### src/rtl/core/fiti_pkg.sv
// ---------------------------------------------------------------------------
// fiti_pkg
// Shared types, constants and helpers for the file identity table insert block.
// ---------------------------------------------------------------------------
package fiti_pkg;

    localparam int TABLE_DEPTH_LOG2 = 10;
    localparam int SLOT_COUNT       = 1 << TABLE_DEPTH_LOG2;
    localparam int MIN_LOG2         = 4;
    localparam int CFG_W            = 4;
    localparam int CFG_RESET        = 10;
    localparam int LOG2_W           = $clog2(TABLE_DEPTH_LOG2 + 1);
    localparam int KEY_W            = 64;
    localparam int ID_W             = 32;
    localparam int SLOT_W           = 10;
    localparam int QUEUE_DEPTH      = 2;
    localparam int QPTR_W           = $clog2(QUEUE_DEPTH);
    localparam int QCNT_W           = $clog2(QUEUE_DEPTH + 1);
    localparam int APB_DATA_W       = 32;
    localparam int APB_ADDR_W       = 3;

    localparam logic [KEY_W-1:0] MIX_MUL_A = 64'hbf58476d1ce4e5b9;
    localparam logic [KEY_W-1:0] MIX_MUL_B = 64'h94d049bb133111eb;
    localparam int MIX_SHIFT_0 = 30;
    localparam int MIX_SHIFT_1 = 27;
    localparam int MIX_SHIFT_2 = 31;

    // register indexes
    localparam logic [0:0] REG_TABLE_SIZE_LOG2 = 1'b0;

    typedef enum logic [2:0] {
        OUT_INSERTED = 3'd0,
        OUT_SAME     = 3'd1,
        OUT_CONFLICT = 3'd2,
        OUT_FULL     = 3'd3,
        OUT_INVALID  = 3'd4
    } outcome_t;

    typedef enum logic [1:0] {
        F_IDLE,
        F_MUL,
        F_MIX,
        F_PUSH
    } front_state_t;

    typedef enum logic [1:0] {
        B_CLEAR,
        B_IDLE,
        B_READ,
        B_CHECK
    } back_state_t;

    typedef struct packed {
        logic [KEY_W-1:0]            key;
        logic [ID_W-1:0]             id;
        logic [TABLE_DEPTH_LOG2-1:0] hash;
        logic                        invalid;
    } q_entry_t;

    typedef struct packed {
        logic empty;
        logic full;
    } q_status_t;

    // clamp the size register into the supported range
    function automatic logic [LOG2_W-1:0] eff_log2(logic [CFG_W-1:0] v);
        logic [LOG2_W-1:0] r;
        if (int'(v) < MIN_LOG2)
            r = LOG2_W'(MIN_LOG2);
        else if (int'(v) > TABLE_DEPTH_LOG2)
            r = LOG2_W'(TABLE_DEPTH_LOG2);
        else
            r = LOG2_W'(v);
        return r;
    endfunction

endpackage

### src/rtl/core/fiti_front.sv
// ---------------------------------------------------------------------------
// fiti_front
// Accepts insert beats, screens zero key / zero id and computes the
// splitmix64 finalizer with one shared 32x32 multiplier.
// ---------------------------------------------------------------------------
module fiti_front
(
    input  logic                          clk,
    input  logic                          rst_n,
    input  logic                          hold,
    input  logic                          in_valid,
    output logic                          in_stall,
    input  logic [fiti_pkg::KEY_W-1:0]    file_key,
    input  logic [fiti_pkg::ID_W-1:0]     source_number,
    input  fiti_pkg::q_status_t           q_status,
    output logic                          q_push,
    output fiti_pkg::q_entry_t            q_wdata
);

    fiti_pkg::front_state_t state_reg, state_next;

    logic [fiti_pkg::KEY_W-1:0] x_reg;
    logic [fiti_pkg::KEY_W-1:0] acc_reg;
    logic [fiti_pkg::KEY_W-1:0] key_reg;
    logic [fiti_pkg::ID_W-1:0]  id_reg;
    logic                       invalid_reg;
    logic [1:0]                 step_reg;
    logic                       phase_reg;

    logic                       accept;
    logic                       in_invalid;
    logic [fiti_pkg::KEY_W-1:0] mul_const;
    logic [31:0]                op_a;
    logic [31:0]                op_b;
    logic [63:0]                prod;

    assign accept     = in_valid && !in_stall;
    assign in_invalid = (file_key == '0) || (source_number == '0);

    // 64x64 low half as three 32x32 partial products, one per cycle
    assign mul_const = phase_reg ? fiti_pkg::MIX_MUL_B : fiti_pkg::MIX_MUL_A;
    assign op_a      = (step_reg == 2'd2) ? x_reg[63:32] : x_reg[31:0];
    assign op_b      = (step_reg == 2'd1) ? mul_const[63:32] : mul_const[31:0];
    assign prod      = op_a * op_b;

    always_comb
    begin
        state_next = state_reg;
        unique case (state_reg)
            fiti_pkg::F_IDLE:
            begin
                if (accept)
                    state_next = in_invalid ? fiti_pkg::F_PUSH : fiti_pkg::F_MUL;
            end
            fiti_pkg::F_MUL:
            begin
                if (step_reg == 2'd2)
                    state_next = fiti_pkg::F_MIX;
            end
            fiti_pkg::F_MIX:
            begin
                state_next = phase_reg ? fiti_pkg::F_PUSH : fiti_pkg::F_MUL;
            end
            fiti_pkg::F_PUSH:
            begin
                if (!q_status.full)
                    state_next = fiti_pkg::F_IDLE;
            end
            default:
            begin
                state_next = fiti_pkg::F_IDLE;
            end
        endcase
    end

    always_comb
    begin
        in_stall = 1'b1;
        q_push   = 1'b0;
        unique case (state_reg)
            fiti_pkg::F_IDLE:
            begin
                in_stall = hold;
            end
            fiti_pkg::F_PUSH:
            begin
                q_push = !q_status.full;
            end
            default:
            begin
                in_stall = 1'b1;
            end
        endcase
    end

    assign q_wdata.key     = key_reg;
    assign q_wdata.id      = id_reg;
    assign q_wdata.hash    = x_reg[fiti_pkg::TABLE_DEPTH_LOG2-1:0];
    assign q_wdata.invalid = invalid_reg;

    always_ff @(posedge clk or negedge rst_n)
    begin
        if (!rst_n)
            state_reg <= fiti_pkg::F_IDLE;
        else
            state_reg <= state_next;
    end

    always_ff @(posedge clk)
    begin
        if (accept)
        begin
            key_reg     <= file_key;
            id_reg      <= source_number;
            invalid_reg <= in_invalid;
            x_reg       <= file_key ^ (file_key >> fiti_pkg::MIX_SHIFT_0);
            step_reg    <= 2'd0;
            phase_reg   <= 1'b0;
        end
        else if (state_reg == fiti_pkg::F_MUL)
        begin
            if (step_reg == 2'd0)
                acc_reg <= prod;
            else
                acc_reg <= acc_reg + {prod[31:0], 32'd0};
            step_reg <= step_reg + 2'd1;
        end
        else if (state_reg == fiti_pkg::F_MIX)
        begin
            if (phase_reg)
                x_reg <= acc_reg ^ (acc_reg >> fiti_pkg::MIX_SHIFT_2);
            else
                x_reg <= acc_reg ^ (acc_reg >> fiti_pkg::MIX_SHIFT_1);
            phase_reg <= 1'b1;
            step_reg  <= 2'd0;
        end
    end

`ifndef SYNTH
    a_push_only_when_room: assert property (@(posedge clk) disable iff (!rst_n)
        q_push |-> !q_status.full)
        else $error("front pushed into a full queue");
    a_stall_while_busy: assert property (@(posedge clk) disable iff (!rst_n)
        (state_reg != fiti_pkg::F_IDLE) |-> in_stall)
        else $error("front open for a beat while hashing");
    a_mul_steps: assert property (@(posedge clk) disable iff (!rst_n)
        (state_reg == fiti_pkg::F_MUL) |-> (step_reg != 2'd3))
        else $error("multiply step out of range");
`endif

endmodule

### config.mk
export PLATFORM = sky130hd
export DESIGN_NAME = fiti_front
export DESIGN_NICKNAME = d
export VERILOG_FILES = /design/src/rtl/core/fiti_pkg.sv /design/src/rtl/core/fiti_front.sv
export SDC_FILE = /design/constraint.sdc
export NUM_CORES = 2
export LEC_CHECK = 0
export BUFFER_PORTS_ARGS = -buffer_cell sky130_fd_sc_hd__buf_4
export CAP_MARGIN = 20
export CORE_AREA = 2 2 334 336
export CTS_BUF_LIST = sky130_fd_sc_hd__clkbuf_4
export DETAILED_ROUTE_END_ITERATION = 10
export DIE_AREA = 0 0 336 338
export PLACE_DENSITY = 0.64
export SLEW_MARGIN = 25
export SYNTH_ARGS = -nofsm -noshare
export SYNTH_HDL_FRONTEND = slang
export SYNTH_SLANG_ARGS = --single-unit
### constraint.sdc
create_clock -name clk -period 8.8 [get_ports clk]
set_input_delay 0.44 -clock clk [delete_from_list [all_inputs] [get_ports clk]]
set_output_delay 0.44 -clock clk [all_outputs]
set_load 0.02 [all_outputs]
Word-level counts from Yosys, hierarchy flattened. Index checks and enable logic that the tools add are counted.

Register bits: 230. Latch bits: 0. RAM bits: 0. ROM bits: 0. Input bits: 102. Word-level logic and storage cells: 57. Memories: 0.

Add/subtract/negate cells: 2. Multiply operators: 1. Div/mod/pow operators: 0. $lt $le $gt $ge: 0. Eq/ne operators: 9. Shift-type cells: 0. Muxes and demuxes: 18. Bitwise operators: 5. Reduce and logical (&&, ||, !) cells: 14.

Operators with widths (count): two-way mux 64 bit (5); adder 64 bit (1); logical NOT 64 bit (1); multiplier 32 x 32 -> 64 bit (1); two-way mux 32 bit (2); XOR 64 x 33 -> 64 bit (1); XOR 64 x 34 -> 64 bit (1); XOR 64 x 37 -> 64 bit (1); two-way mux 62 bit (1); logical NOT 32 bit (1); two-way mux 2 bit (7); inequality test 2 bit (second input constant) (4); case mux 2 bit (4 select lines) (1); equality test 2 bit (second input constant) (3); AND reduction 2 bit (3); equality test 2 x 1 -> 1 bit (second input constant) (2); logical NOT 2 bit (2); nonzero test 2 bit (2); AND reduction 3 bit (1); adder 2 x 1 -> 2 bit (second input constant) (1); logical NOT 1 bit (2); two-way mux 1 bit (2); NOT 1 bit (2); logical AND 1 bit (1); logical OR 1 bit (1).

Longest topological paths before layout.
Word-level depth: 6. Mapped depth: 42.

Worst setup path after synthesis. No wires, ideal clock.

Path kind: register to register. Start point: register step_reg[0]. End point: register acc_reg[62] (netlist bit), data pin. Setup time: 0.277 ns. Arrival: 9.389 ns. Data required time: 8.523 ns. Slack: -0.866 ns. Cell stages (with the launch flop): 38. Buffers on the path: 4. Clock period less this slack: 9.666 ns. Cells stage by stage: dfxtp_1 inv_1 ha_1 clkbuf_1 buf_1 mux2i_1 inv_1 nand2_1 o21ai_0 fa_1 fa_1 fa_1 inv_1 fa_1 inv_1 fa_1 inv_1 fa_1 (+2 left out) fa_1 ha_1 buf_2 nand3_1 or2_0 a2111o_1 nand3_1 xor2_1 ha_1 clkbuf_1 a21o_1 a21oi_1 o21ai_0 o31a_1 o21ai_0 o21ai_0 xnor2_1 mux2i_1.

Cells in the longest elaborated chain, start to end: 5.

Ends and longest elaborated chain: start: declaration (RTL line fiti_front.sv:27) `logic [1:0] step_reg;`; start signal: assignment (RTL line fiti_front.sv:126) `step_reg <= step_reg + 2'd1;`; equality test 2 bit / equality test 2 x 1 -> 1 bit (equally long branches) (RTL line fiti_front.sv:42, fiti_front.sv:43); two-way mux 32 bit (on tied branches) (RTL line fiti_front.sv:42, fiti_front.sv:43); multiplier 32 x 32 -> 64 bit (RTL line fiti_front.sv:44) `assign prod = op_a * op_b;`; adder 64 bit (RTL line fiti_front.sv:125) `acc_reg <= acc_reg + {prod[31:0], 32'd0};`; two-way mux 64 bit (*) (RTL line fiti_front.sv:122) `if (step_reg == 2'd0)`; end signal: assignment (RTL line fiti_front.sv:123) `acc_reg <= prod;`; end signal: assignment (RTL line fiti_front.sv:125); end: declaration (RTL line fiti_front.sv:23) `logic [fiti_pkg::KEY_W-1:0] acc_reg;`.

Mark *: on every way between the ends. The rest lies on a longest branch, timed or not. A chain may end at the register's enable or synchronous reset.

Worst setup path in the final report. Same ends and word-level chain as after synthesis.

==> impl_metrics.env <==
export IMPL_violations="negative setup slack"
export IMPL_arrival_ps=9330
export IMPL_rsz0062_at_grt="true"
export IMPL_syn_cell_area_mm2=0.0405
export IMPL_hold_end="key_reg[36]"
export IMPL_synth_top_cell_by_area="fa_1"
export IMPL_fmax_mhz=113
export IMPL_preCtsSetupSlack_ps=-572
export IMPL_async_flop_share=0.00870
export IMPL_overflow=0
export IMPL_track_usage=0.267
export IMPL_area_growth_pct=30.8
export IMPL_gp_congestion=1.02
export IMPL_synth_top_area_share=0.407
export IMPL_clk_insertion_delay_late_ps=760
export IMPL_status="complete, but fails checks"
export IMPL_antenna_left=0
export IMPL_drcViolationCount=0
export IMPL_cp_end_kind="flip-flop"
export IMPL_final_nets=6284
export IMPL_synthTopCellsByArea="fa_1 41%, edfxtp_1 17%, ha_1 12%"
export IMPL_syn_nets=5274
export IMPL_vias_per_cell=4.97
export IMPL_cts_made_buffers=53
export IMPL_r2r_cells=37
export IMPL_cp_max_fo=8
export IMPL_die_h_um=338
export IMPL_numClockSinks=230
export IMPL_slowest_stage="fa_1"
export IMPL_drive_gt1_frac=0.285
export IMPL_portBuffers=209
export IMPL_first_pass_iters=6
export IMPL_dieArea_mm2=0.114
export IMPL_synth_edf_count=225
export IMPL_tritoncts="yes"
export IMPL_drv_cap=0
export IMPL_cts_root_buffer="clkbuf_4"
export IMPL_ys_flop_type="edfxtp_1"
export IMPL_cts_buffer_depth=3
export IMPL_seq_area_frac_synth=0.170
export IMPL_synthCells=3977
export IMPL_maxSlewViolCount=0
export IMPL_skew_ps=113
export IMPL_reg2reg_slack_ps=-30
export IMPL_via_count=32400
export IMPL_htreeDepth=2
export IMPL_avgRoutedWirePerCell_um=23.1
export IMPL_cp_start_kind="flip-flop"
export IMPL_fin_crit_ps=8830
export IMPL_slew_headroom=0.334
export IMPL_reg2reg_from="step_reg[0]"
export IMPL_avgSynthCellArea_um2=10.2
export IMPL_grt_max_degree=98
export IMPL_yosysWarnings=0
export IMPL_grt_pass1_wl_um=221000
export IMPL_setup_ws_ps=-33.6
export IMPL_tightest_slew_ps=995
export IMPL_finalCritPeriodShare=1.00
export IMPL_pin_count=211
export IMPL_start_util=0.368
export IMPL_ys_ff_latch=230
export IMPL_whs_path_depth=1
export IMPL_rows=122
export IMPL_cpMostUsedCell="fa_1"
export IMPL_worstPathRequired_ps=9300
export IMPL_coreArea_mm2=0.110
export IMPL_yosys_cell_types_count=69
export IMPL_hold_violations=0
export IMPL_min_path_type="in2reg"
export IMPL_timing_rr_end="acc_reg[62]"
export IMPL_crit_type="reg2reg"
export IMPL_place_hpwl_um=131000
export IMPL_die_w_um=336
export IMPL_clkSlewWorstSetupHoldPaths_ps=80
export IMPL_drtIter0Drc=3165
export IMPL_slowest_delay_ps=540
export IMPL_grt_pass1_vias=33900
export IMPL_routed_wl_um=151000
export IMPL_antenna_found_initial=3
export IMPL_setup_viol=1
export IMPL_hp_start="file_key[36]"
worst max-delay path, delay by kind of cell (launching register included):
kind / cells / cell delay, ps
multiplexers: 2 / 270
XOR/XNOR: 2 / 370
adder cells (fa/ha/maj): 11 / 4680
AO/OA/AOI/OAI: 8 / 1620
buffers and inverters: 10 / 940
AND/OR/NAND/NOR: 4 / 440
flip-flops: 1 / 340
cells in the mapped netlist (4+ instances only):
| library cell | number |
|---|---|
| buf_2 | 12 |
| nor2b_1 | 10 |
| and2_1 | 41 |
| buf_4 | 15 |
| xnor2_1 | 134 |
| nand3_1 | 23 |
| o21a_1 | 9 |
| nor3_1 | 13 |
| nor4_1 | 26 |
| nand4_1 | 27 |
| edfxtp_1 | 225 |
| nand2_1 | 332 |
| a31o_2 | 4 |
| or3_1 | 7 |
| a21o_1 | 67 |
| or2_2 | 7 |
| o21ai_0 | 119 |
| inv_1 | 958 |
| and3_1 | 12 |
| nand2b_1 | 25 |
| a21boi_0 | 9 |
| ha_1 | 372 |
| o22ai_1 | 13 |
| a31oi_1 | 14 |
| o21bai_1 | 17 |
| mux2_2 | 17 |
| o31ai_1 | 7 |
| a211oi_1 | 12 |
| xor2_1 | 29 |
| fa_1 | 823 |
| clkbuf_1 | 84 |
| nor2_1 | 291 |
| buf_1 | 12 |
| a21oi_1 | 101 |
| mux2i_1 | 59 |
metal layers:
metal  wire, um  global-route usage  vias to the layer above
met5         13                   0                        -
met4       6790              0.0890                        2
met2      67800               0.420                     1375
met1      64400               0.378                    16400
met3      11600              0.0421                      290
li1           -                   -                    14400
through the flow:
stage | instance area (um^2) | utilization | TNS [ps] | std cells | hold slack (ps)
CTS | 51200 | 0.465 | -99.9 | 6477 | 6.41
global placement | 49100 | 0.446 | -7070 | 6278 | 224
finish | 52900 | 0.481 | -33.6 | 6516 | 70.4
detailed placement | 49100 | 0.446 | -5180 | 6278 | 228
global route | 52900 | 0.481 | -1700 | 6515 | 17.4
floorplan | 40700 | - | -24.8 | 3977 | 144
layout by cell type (no fill, tap or decap), drive strengths merged, types with 3 or more instances in the layout:
master,netlist,layout
buf,39,980
inv,959,958
fa,823,823
ha,372,372
nand2,332,332
nor2,291,291
edfxtp,225,225
xnor2,134,134
o21ai,122,122
a21oi,102,102
dlygate4sd3,0,96
clkbuf,84,83
a21o,67,67
mux2i,59,59
and2,41,41
xor2,29,29
nand4,27,27
nor4,26,26
nand2b,25,25
nand3,25,25
mux2,17,17
o21bai,17,17
a31oi,15,15
clkinv,3,14
and3,14,14
o22ai,13,13
nor3,13,13
a211oi,12,12
nor2b,10,10
o21a,9,9
a21boi,9,9
or2,8,8
o31ai,8,8
or3,7,7
a31o,4,4
a221oi,4,4
clkinvlp,0,3
and4,3,3
dfxtp,3,3
area by class of cell:
cell class / count / area, um^2
inverters: 962 / 3640
diodes: 2 / 5.00
repair buffers: 1078 / 8590
well taps: 1488 / 1860
multi-input cells: 2662 / 31300
flip-flops and latches: 230 / 6870
clock inverters: 13 / 53.8
clock buffers: 81 / 608
fillers: 10200 / 57100
worst max-delay path by stage:
stage	start	endpoint	slack, ps
2_1_floorplan	step_reg[0]	acc_reg[62]	-20
3_3_place_gp	step_reg[0]	acc_reg[62]	-670
3_5_place_dp	step_reg[0]	acc_reg[62]	-570
4_1_cts	step_reg[0]	acc_reg[62]	-80
5_1_grt	step_reg[0]	acc_reg[63]	-300
6_report	step_reg[0]	acc_reg[62]	-30
timing repair:
| item | in CTS | in global routing |
|---|---|---|
| setup endpoints to repair | 18 | 22 |
| setup buffers | 9 | 38 |
| hold buffers | 96 | 0 |
| gates resized for setup | 91 | 320 |
| endpoints found under the hold margin | 111 | 0 |
| pin swaps | 17 | 139 |
| cloned | 0 | 2 |
logic make-up after synthesis:
family / Yosys count / synth area share
adder cells (fa/ha/maj): 1195 / 0.522
XOR/XNOR: 163 / 0.0353
flip-flops: 230 / 0.170
AO/OA/AOI/OAI: 405 / 0.0630
buffers and inverters: 1085 / 0.102
multiplexers: 76 / 0.0193
AND/OR/NAND/NOR: 823 / 0.0881
Power is not shown: default switching activity piles up to over one toggle a cycle in this logic, so the estimate is an artifact.
